File: config.mk
export PLATFORM = sky130hd
export DESIGN_NAME = nnr_sqrt
export DESIGN_NICKNAME = d
export VERILOG_FILES = /design/src/design/nnr_pkg.sv /design/src/design/nnr_sqrt.sv
export SDC_FILE = /design/constraint.sdc
export NUM_CORES = 1
export LEC_CHECK = 0
export BUFFER_PORTS_ARGS = -buffer_cell sky130_fd_sc_hd__buf_2
export CAP_MARGIN = 10
export CORE_MARGIN = 3
export CORE_UTILIZATION = 50
export CTS_BUF_LIST = sky130_fd_sc_hd__clkbuf_4 sky130_fd_sc_hd__clkbuf_8 sky130_fd_sc_hd__clkbuf_16
export DETAILED_ROUTE_END_ITERATION = 16
export GPL_TIMING_DRIVEN = 1
export PLACE_DENSITY_LB_ADDON = 0.12
export SLEW_MARGIN = 30
export SYNTH_ARGS = -nofsm -noshare
export SYNTH_HDL_FRONTEND = slang
export SYNTH_SLANG_ARGS = --single-unit
File: constraint.sdc
create_clock -name clk -period 5 [get_ports clk]
set_clock_uncertainty 0.15 [all_clocks]
set_input_delay 0.25 -clock clk [delete_from_list [all_inputs] [get_ports clk]]
set_output_delay 0.25 -clock clk [all_outputs]
set_load 0.05 [all_outputs]
File: src/design/nnr_pkg.sv
// ----------------------------------------------------------------------------
// nnr_pkg
// Shared field widths, distance type and saturation limit for the
// nearest neighbour ranking block.
// ----------------------------------------------------------------------------
package nnr_pkg;

  // Fixed field widths of the stream items
  localparam int IdxWidth     = 6;
  localparam int InCoordWidth = 24;
  localparam int CountWidth   = 7;
  localparam int DistWidth    = 25;

  typedef logic [DistWidth-1:0] dist_t;

  // Largest distance that can be reported; larger values saturate to it
  localparam dist_t DistMax = {DistWidth{1'b1}};

endpackage

File: src/design/nnr_sqrt.sv
// ----------------------------------------------------------------------------
// nnr_sqrt
// Iterative square root, one result bit per cycle, rounded to the nearest
// integer and saturated to the distance width.
// ----------------------------------------------------------------------------
module nnr_sqrt #(
  parameter int SUM_W = 50
) (
  input  logic               clk,
  input  logic               rst_n,
  input  logic               start,
  input  logic [SUM_W-1:0]   radicand,
  output logic               done,
  output nnr_pkg::dist_t     root_out
);
  import nnr_pkg::*;

  localparam int RW  = SUM_W / 2;
  localparam int CW  = $clog2(RW + 1);
  localparam int EW  = (RW + 1 > DistWidth) ? RW + 1 : DistWidth;

  logic [SUM_W-1:0] sh_r;
  logic [RW+1:0]    rem_r;
  logic [RW-1:0]    root_r;
  logic [CW-1:0]    cnt_r;
  logic             busy_r;
  logic             done_r;

  logic [RW+1:0]    rem_t;
  logic [RW+1:0]    trial;
  logic [RW:0]      rnd;
  logic [EW-1:0]    rnd_ext;

  // One digit of the restoring square root recurrence
  assign rem_t = {rem_r[RW-1:0], sh_r[SUM_W-1 -: 2]};
  assign trial = {root_r, 2'b01};

  always_ff @(posedge clk) begin
    if (!rst_n) begin
      busy_r <= 1'b0;
      done_r <= 1'b0;
      cnt_r  <= '0;
    end else if (start) begin
      busy_r <= 1'b1;
      done_r <= 1'b0;
      cnt_r  <= CW'(RW);
    end else if (busy_r) begin
      cnt_r <= cnt_r - 1'b1;
      if (cnt_r == CW'(1)) begin
        busy_r <= 1'b0;
        done_r <= 1'b1;
      end
    end else begin
      done_r <= 1'b0;
    end
  end

  always_ff @(posedge clk) begin
    if (start) begin
      sh_r   <= radicand;
      rem_r  <= '0;
      root_r <= '0;
    end else if (busy_r) begin
      sh_r <= sh_r << 2;
      if (rem_t >= trial) begin
        rem_r  <= rem_t - trial;
        root_r <= {root_r[RW-2:0], 1'b1};
      end else begin
        rem_r  <= rem_t;
        root_r <= {root_r[RW-2:0], 1'b0};
      end
    end
  end

  // Round up when the remainder exceeds the root, then saturate
  assign rnd     = {1'b0, root_r} + ((rem_r > (RW+2)'(root_r)) ? (RW+1)'(1) : (RW+1)'(0));
  assign rnd_ext = EW'(rnd);
  assign root_out = (rnd_ext > EW'(DistMax)) ? DistMax : rnd_ext[DistWidth-1:0];
  assign done     = done_r;

endmodule

# After elaboration in Yosys (flattened, before gate mapping)
# Cells that the tools add are included.
word_totals:
  regBits: 109
  output_inout_bits: 26
  romBits: 0
  wordCells: 30
  n_memories: 0
  ramBits: 0
  latchBits: 0
classes:
  n_lt_le_gt_ge: 3
  eq_ne: 1
  shifts: 0
  div_mod_pow: 0
  n_mux: 11
  n_bitwise: 2
  mul: 0
  n_reduce_logical: 3
  addsub: 3
ops:
  columns: ["operator", "count"]
  rows:
  - ["$mux 50", 2]
  - ["$ge 27x27->1", 1]
  - ["$gt 27x25->1", 1]
  - ["$mux 27", 1]
  - ["$sub 27x27->27", 1]
  - ["$add 25x1->26", 1]
  - ["$gt 26x25->1 const B", 1]
  - ["$mux 25", 1]
  - ["$mux 5", 2]
  - ["$eq 5x1->1 const B", 1]
  - ["$mux 1", 5]
  - ["$sub 5x1->5 const B", 1]
  - ["$reduce_or 3->1", 1]
  - ["$not 1->1", 2]
  - ["$reduce_bool 2->1", 1]
  - ["$reduce_or 2->1", 1]

# Depth between registers and ports, before layout
# Gate-level depths: netlist of the first run.
depth:
  word_depth: 5
  depth_mapped: 19

# Least setup slack after synthesis of the first run
# No wires, ideal clock.
synth_timing:
  path_kind: "flip-flop to output port"
  startpoint: "register root_r[8]"
  endpoint: "output port root_out[24]"
  stages_incl_launch_ff: 19
  slack_ns: 0.492
  t_arrival_ns: 4.108
  required_ns: 4.600
  path_cell_list: "dfxtp_1 inv_1 ha_1 nand4_1 nor3_1 o21ai_0 nand2_1 a31oi_1 o21ai_0 a21boi_0 o31ai_1 ha_1 ha_1 and3_1 nand2_1 or3_1 nor3_1 nand3_1 a21oi_1"
synth_between:
  elab_chain_len: 5
synth_lines:
  columns: ["item", "line", "text"]
  rows:
  - ["from (decl)", "nnr_sqrt.sv:24", "logic [RW-1:0] root_r;"]
  - ["from (signal assigned)", "nnr_sqrt.sv:67", "root_r <= {root_r[RW-2:0], 1'b1};"]
  - ["from (signal assigned)", "nnr_sqrt.sv:70", "root_r <= {root_r[RW-2:0], 1'b0};"]
  - ["$gt 27x25->1", "nnr_sqrt.sv:76", "assign rnd = {1'b0, root_r} + ((rem_r > (RW+2)'(root_r)) ? (RW+1)'(1) : (RW+1)'(0));"]
  - ["$mux 1", "nnr_sqrt.sv:76", null]
  - ["$add 25x1->26 *", "nnr_sqrt.sv:76", null]
  - ["$gt 26x25->1", "nnr_sqrt.sv:78", "assign root_out = (rnd_ext > EW'(DistMax)) ? DistMax : rnd_ext[DistWidth-1:0];"]
  - ["$mux 25 *", "nnr_sqrt.sv:78", null]
  - ["to (decl)", "nnr_sqrt.sv:14", "output nnr_pkg::dist_t root_out"]
# Every way passes the cells marked *; elsewhere a longest branch is shown, timed or not.

# Worst setup path after layout of the first run
layout_timing:
  startpoint: "register root_r[10]"
  endpoint: "output port root_out[24]"
# The elaborated chain is that of the path after synthesis.

==> results.json, run 1 <==
{
  "yosys_warnings": 0,
  "clock_sinks": 109,
  "cts_made_buffers": 9,
  "io_pins": 79,
  "min_period_ps": 4600,
  "crit_chain": "inv_1 > ha_2 > nand2_1 > nor3_2 > o21ai_0 > nand2_1 > a31oi_1 > o21ai_1 > a21boi_0 > o31ai_1 > ha_2 > ha_1 > and3_2 > nand2_2 > or3_4 > nor3_4 > nand3_1 > nor3_1 > a21oi_1 > buf_4",
  "power.share.sequential": 0.381,
  "tightestPinTransition_ps": 948,
  "final-hold-violation-count": 0,
  "cts_tree": "done",
  "std_cell_rows": 41,
  "dp_hpwl_um": 10400,
  "die_boundary_height_um": 121,
  "max_cap_viols": 0,
  "min_path_type": "in -> reg",
  "initialDrtViolationCount": 306,
  "synth_area_um2": 6570,
  "htreeDepth": 3,
  "power_density_nw_per_um2": 375,
  "setup.worst_path.end_class": "primary output",
  "result_of_the_run": "completed",
  "die_x_um": 121,
  "synth_top_area_frac": 0.228,
  "vdd.ir_drop.worst_uv": 288,
  "final_common_cell": "nor2_1",
  "diodes": 0,
  "layout.core_utilization": 0.591,
  "total_wirelength_um": 14400,
  "cellLeakagePower_nw": 3.13,
  "initial_core_util": 0.517,
  "ys_types": 51,
  "fmax_ghz": 0.217,
  "sequential_element_share_of_the_synthesized_area": 0.408,
  "avgRoutedWirePerCell_um": 15.6,
  "cell_internal_pwr_mw": 1.84,
  "power.net_switching_mw": 0.982,
  "syn_inst": 681,
  "share_comb_of_total_power": 0.366,
  "power.share.switching": 0.348,
  "clock-root-buffer": "clkbuf_16",
  "cp_data_arrival_time_ps": 4200,
  "floorplan.die_area_um2": 14600,
  "holdBufCountCts": 0,
  "min_period_over_period": 0.921,
  "grt_pass1_wl_um": 24800,
  "worstSetupStartpointType": "register",
  "synth.ff_latch_count": 109,
  "finalMaxSlewViolations": 0,
  "synthToLayoutAreaGrowth_pct": 14.4,
  "post-synth-top-area-cell": "edfxtp_1",
  "postSynth.topFlopCell": "dfxtp_1",
  "post-place-ws_ps": 239,
  "core_area_um2": 12700,
  "syn-num-nets": 766,
  "relSlewSlack": 0.368,
  "nets_finish": 835,
  "synth_enable_flop_cells": 50,
  "critical_path.max_stage_delay_ps": 410,
  "netlist_top_cells_area": "edfxtp_1 (23%), dfxtp_1 (18%), mux2_2 (8.2%), mux2i_1 (7.3%), ha_1 (6.1%)",
  "final_layout_size_suffix_gt1_frac": 0.245,
  "clock_insertion_delay_at_the_later_pin_of_the_skew_report_ps": 360,
  "synth_area_per_cell_um2": 9.65,
  "route.vias.total": 5089,
  "cell_with_the_largest_stage_delay_on_the_worst_path": "ha_2",
  "clock_tree.buffer_depth": 2,
  "critPathKind": "reg -> out",
  "drt.antenna.violating_nets": 0,
  "finalInstanceArea_um2": 7520,
  "port_buffers": 78,
  "routabilityCongestion": 0.903,
  "remaining_drc_errors": 0,
  "clkTransAtPathRegs_ps": 80,
  "crit_required_ps": 4600,
  "gr-usage-all-layers": 0.210,
  "post_drt_via_cell_ratio": 5.49,
  "detailedRoute.firstPassIterationCount": 4,
  "place_area_um2": 7110,
  "grt_overflow": 0,
  "grt_start_max_net_pins": 83,
  "setup_violations_final": 0,
  "final_critical_path_setup_slack_ps": 396,
  "critical_path_peak_fanout": 6,
  "final_cell_mix": "nor2_1 (74), buf_2 (70), dfxtp_1 (54), edfxtp_1 (50), nand2_1 (49)",
  "rrSetupSlack_ps": 1580,
  "antenna_found_initial": 0,
  "pwr-share-clk": 0.253,
  "rsz0062_at_grt": "no",
  "tns_ps": 0,
  "synth-async-reset-ratio": 0,
  "grt_pass1_vias": 5063
}
-- flip-flops by register name (all words and copies together) (netlist names) --
name	count
rem_r	27
done	1
root_r	25
busy_r	1
sh_r	50
cnt_r	5
-- cells in the mapped netlist (all sizes together), types with 6 or more instances --
master,count
nor3,23
nand4,6
mux2,48
dfxtp,59
edfxtp,50
o21a,7
and3,6
xor2,7
buf,13
clkbuf,19
ha,32
xnor2,40
a21o,8
nor2,75
a211oi,26
a21oi,27
o21ai,20
nand2,51
nand3,18
inv,38
mux2i,48
-- final timing paths --
kind,start,cells after the start,endpoint
hold reg to reg,done$_SDFFE_PP0P_,2,done$_SDFFE_PP0P_
setup reg to reg,root_r[10]$_SDFFE_PP0P_,11,rem_r[1]$_SDFFE_PP0P_
hold / removal,rst_n,2,busy_r$_SDFF_PN0_
setup / recovery,root_r[10]$_SDFFE_PP0P_,20,root_out[24]
-- cell families after synthesis --
family                     share of synthesized area
xor gates and xnor gates                      0.0626
DFF                                            0.408
and+or+nand+nor                                0.144
muxes                                          0.155
adders and majority gates                     0.0609
buffers and inverters                         0.0447
AOI/OAI and AO/OA                              0.124
-- per-layer routing --
layer	vias to the layer above	track usage	share of wire
met1	2390	0.282	0.47
met3	16	0.0514	0.045
met2	97	0.337	0.47
li1	2586	-	-
met4	0	0.0659	0.018
met5	-	0	0
-- metrics by stage --
stage	power, mW	hold slack (ps)	cells
after floorplan	1.90	228	681
after global placement	2.09	297	909
after detailed placement	2.10	303	909
after CTS	2.83	8.52	926
after global routing	3.00	28.8	927
final	2.82	17.5	927
-- critical path, delay by kind of cell (launching register included) --
| family | cells | cell delay (ps) |
|---|---|---|
| and+or+nand+nor | 9 | 1550 |
| adders and majority gates | 3 | 870 |
| AOI/OAI and AO/OA | 6 | 780 |
| DFF | 1 | 370 |
| buffers and inverters | 2 | 260 |
-- power by group through the flow --
stage | Sequential [mW] | Clock (mW) | Combinational, mW
finish | 1.08 | 0.713 | 1.03
global route | 1.09 | 0.764 | 1.15
CTS | 1.08 | 0.735 | 1.02
detailed placement | 1.09 | 0 | 1.01
global placement | 1.09 | 0 | 0.997
floorplan | 1.08 | 0 | 0.827
-- what timing repair did --
item                                    4_1_cts  5_1_grt
gates resized for setup                       6       26
setup buffers                                 1        1
hold endpoints to repair                      0        0
pin swaps                                     2        5
endpoints found under the setup margin       25       25
-- area by class of cell --
class	count	area [um^2]
Clock buffer	10	233
Clock inverter	6	61.3
Fill cell	1151	5200
Inverter	39	146
Multi-Input combinational cell	501	3680
Sequential cell	109	2690
Tap cell	172	215
Timing Repair Buffer	90	500
Note: power is estimated with default switching activity, not from simulation.
==> run 2: changes to the inputs <==
--- a/config.mk
+++ b/config.mk
@@ -13,6 +13,7 @@
 export DETAILED_ROUTE_END_ITERATION = 16
 export GPL_TIMING_DRIVEN = 1
 export PLACE_DENSITY_LB_ADDON = 0.12
+export RECOVER_POWER = 25
 export SLEW_MARGIN = 30
 export SYNTH_ARGS = -nofsm -noshare
 export SYNTH_HDL_FRONTEND = slang
==> results.json, run 2 (synthesized netlist as in run 1, its figures left out) <==
{
  "result_of_the_run": "finished, violations left",
  "violations": "capacitance limit, slew limit",
  "drt.antenna.violating_nets": 0,
  "grt_overflow": 0,
  "relSlewSlack": -1.68,
  "min_period_over_period": 0.920,
  "crit-reg2reg-capture": "cnt_r[4]$_SDFFE_PN0P_",
  "cts_tree": "done",
  "core_area_um2": 12700,
  "dp_hpwl_um": 10400,
  "routabilityCongestion": 0.903,
  "remaining_drc_errors": 0,
  "total_wirelength_um": 14500,
  "clock_sinks": 109,
  "rrSetupSlack_ps": 630,
  "reg.largest.list": "sh_r: 50 flops, rem_r: 27 flops, root_r: 25 flops",
  "grt_start_max_net_pins": 83,
  "final-hold-violation-count": 0,
  "vdd.ir_drop.worst_uv": 288,
  "reg2regPathDepth": 5,
  "final_common_cell": "nor2_1",
  "std_cell_rows": 41,
  "cellLeakagePower_nw": 3.12,
  "fin_worst_hold_slack_ps": 20.8,
  "largest_register": "sh_r",
  "place_area_um2": 7110,
  "cp_data_arrival_time_ps": 4200,
  "clock_tree.buffer_depth": 2,
  "clock_insertion_delay_at_the_later_pin_of_the_skew_report_ps": 360,
  "io_pins": 79,
  "nets_finish": 835,
  "final_cell_mix": "nor2_1 (74), buf_2 (69), dfxtp_1 (55), edfxtp_1 (50), nand2_1 (49)",
  "setup_violations_final": 0,
  "final.fill_count": 1155,
  "grt_pass1_wl_um": 24800,
  "cts_made_buffers": 9,
  "diodes": 0,
  "rsz0062_at_grt": "no",
  "cell_internal_pwr_mw": 1.85,
  "layout.core_utilization": 0.590,
  "die_boundary_height_um": 121,
  "worstReg2RegStart": "busy_r$_SDFF_PN0_",
  "die_x_um": 121,
  "power_density_nw_per_um2": 377,
  "fmax_ghz": 0.217,
  "initial_core_util": 0.517,
  "pwr-share-clk": 0.252,
  "worstSetupStartpointType": "register",
  "grt_pass1_vias": 5063,
  "setup.worst_path.end_class": "primary output",
  "detailedRoute.firstPassIterationCount": 5,
  "tns_ps": 0,
  "final_layout_size_suffix_gt1_frac": 0.240,
  "post_drt_via_cell_ratio": 5.53,
  "multiInputGateArea_um2": 3680,
  "finalInstanceArea_um2": 7510,
  "min_path_type": "in -> reg",
  "power.share.sequential": 0.380,
  "tightestPinTransition_ps": 4020,
  "max_cap_viols": 2,
  "largest_register_ffs": 50,
  "antenna_found_initial": 0,
  "min_period_ps": 4600,
  "avgRoutedWirePerCell_um": 15.6,
  "gr-usage-all-layers": 0.210,
  "clock-root-buffer": "clkbuf_16",
  "startpoint": "root_r[10]$_SDFFE_PP0P_",
  "floorplan.die_area_um2": 14600,
  "whs_path_depth": 2,
  "clkTransAtPathRegs_ps": 80,
  "final-seq-area_um2": 2690,
  "synthToLayoutAreaGrowth_pct": 14.3,
  "initialDrtViolationCount": 313,
  "htreeDepth": 3,
  "holdBufCountCts": 0,
  "route.vias.total": 5125,
  "power.share.switching": 0.347,
  "share_comb_of_total_power": 0.367,
  "crit_required_ps": 4600,
  "port_buffers": 78,
  "finalMaxSlewViolations": 125,
  "endpoint": "root_out[24]",
  "power.net_switching_mw": 0.983,
  "critPathKind": "reg -> out",
  "critical_path_peak_fanout": 6
}
## run 2: critical path: stages, from the launching register on
cell,delay (ps)
dfxtp_2,370
inv_1,70
ha_2,410
nand2_1,120
nor3_2,200
o21ai_0,110
nand2_1,70
a31oi_1,70
o21ai_1,120
a21boi_0,90
o31ai_1,330
ha_2,270
ha_1,190
and3_2,250
nand2_2,110
or3_4,380
nor3_4,150
nand3_1,120
nor3_1,140
a21oi_1,60
buf_4,190
## run 2: metal layers
layer | up-vias | global-route usage | part of all wire
met5 | - | 0 | 0
met4 | 0 | 0.0659 | 0.018
met3 | 16 | 0.0514 | 0.048
met2 | 117 | 0.337 | 0.47
met1 | 2410 | 0.282 | 0.47
li1 | 2582 | - | -
## run 2: area by class of cell
| class | count | share of cell area |
|---|---|---|
| clock buffer | 10 | 0.0310 |
| tap | 172 | 0.0287 |
| sequential | 109 | 0.358 |
| multi-input combinational | 501 | 0.490 |
| timing repair buffer | 90 | 0.0651 |
| clock inverter | 6 | 0.00816 |
| inverter | 39 | 0.0195 |
## run 2: what timing repair did
item                       in CTS  in global routing
setup endpoints to repair      25                 25
pin swaps                       2                  5
buffers inserted                1                  1
resized for setup               6                 26
## run 2: worst min path at each step
stage                      start                 end  slack, ps
5_1_grt             radicand[20]  sh_r[20]$_DFFE_PP_         30
6_report                   rst_n   busy_r$_SDFF_PN0_         20
4_1_cts                    rst_n   busy_r$_SDFF_PN0_          9
3_5_place_dp   done$_SDFFE_PP0P_   done$_SDFFE_PP0P_        300
3_3_place_gp   done$_SDFFE_PP0P_   done$_SDFFE_PP0P_        300
2_1_floorplan              rst_n   busy_r$_SDFF_PN0_        230
## run 2: per-stage QoR
stage | power (mW) | setup WS [ps] | instances
after global placement | 2.09 | 397 | 909
after detailed placement | 2.10 | 239 | 909
after CTS | 2.83 | 23.8 | 926
after global routing | 3.01 | 7.16 | 927
after floorplan | 1.90 | 492 | 681
final | 2.83 | 398 | 927
## run 2: power groups by stage
stage	sequential [mW]	clock (mW)	combinational [mW]
6_report	1.08	0.714	1.04
2_1_floorplan	1.08	0	0.827
3_5_place_dp	1.09	0	1.01
4_1_cts	1.08	0.735	1.02
5_1_grt	1.09	0.764	1.15
3_3_place_gp	1.09	0	0.997
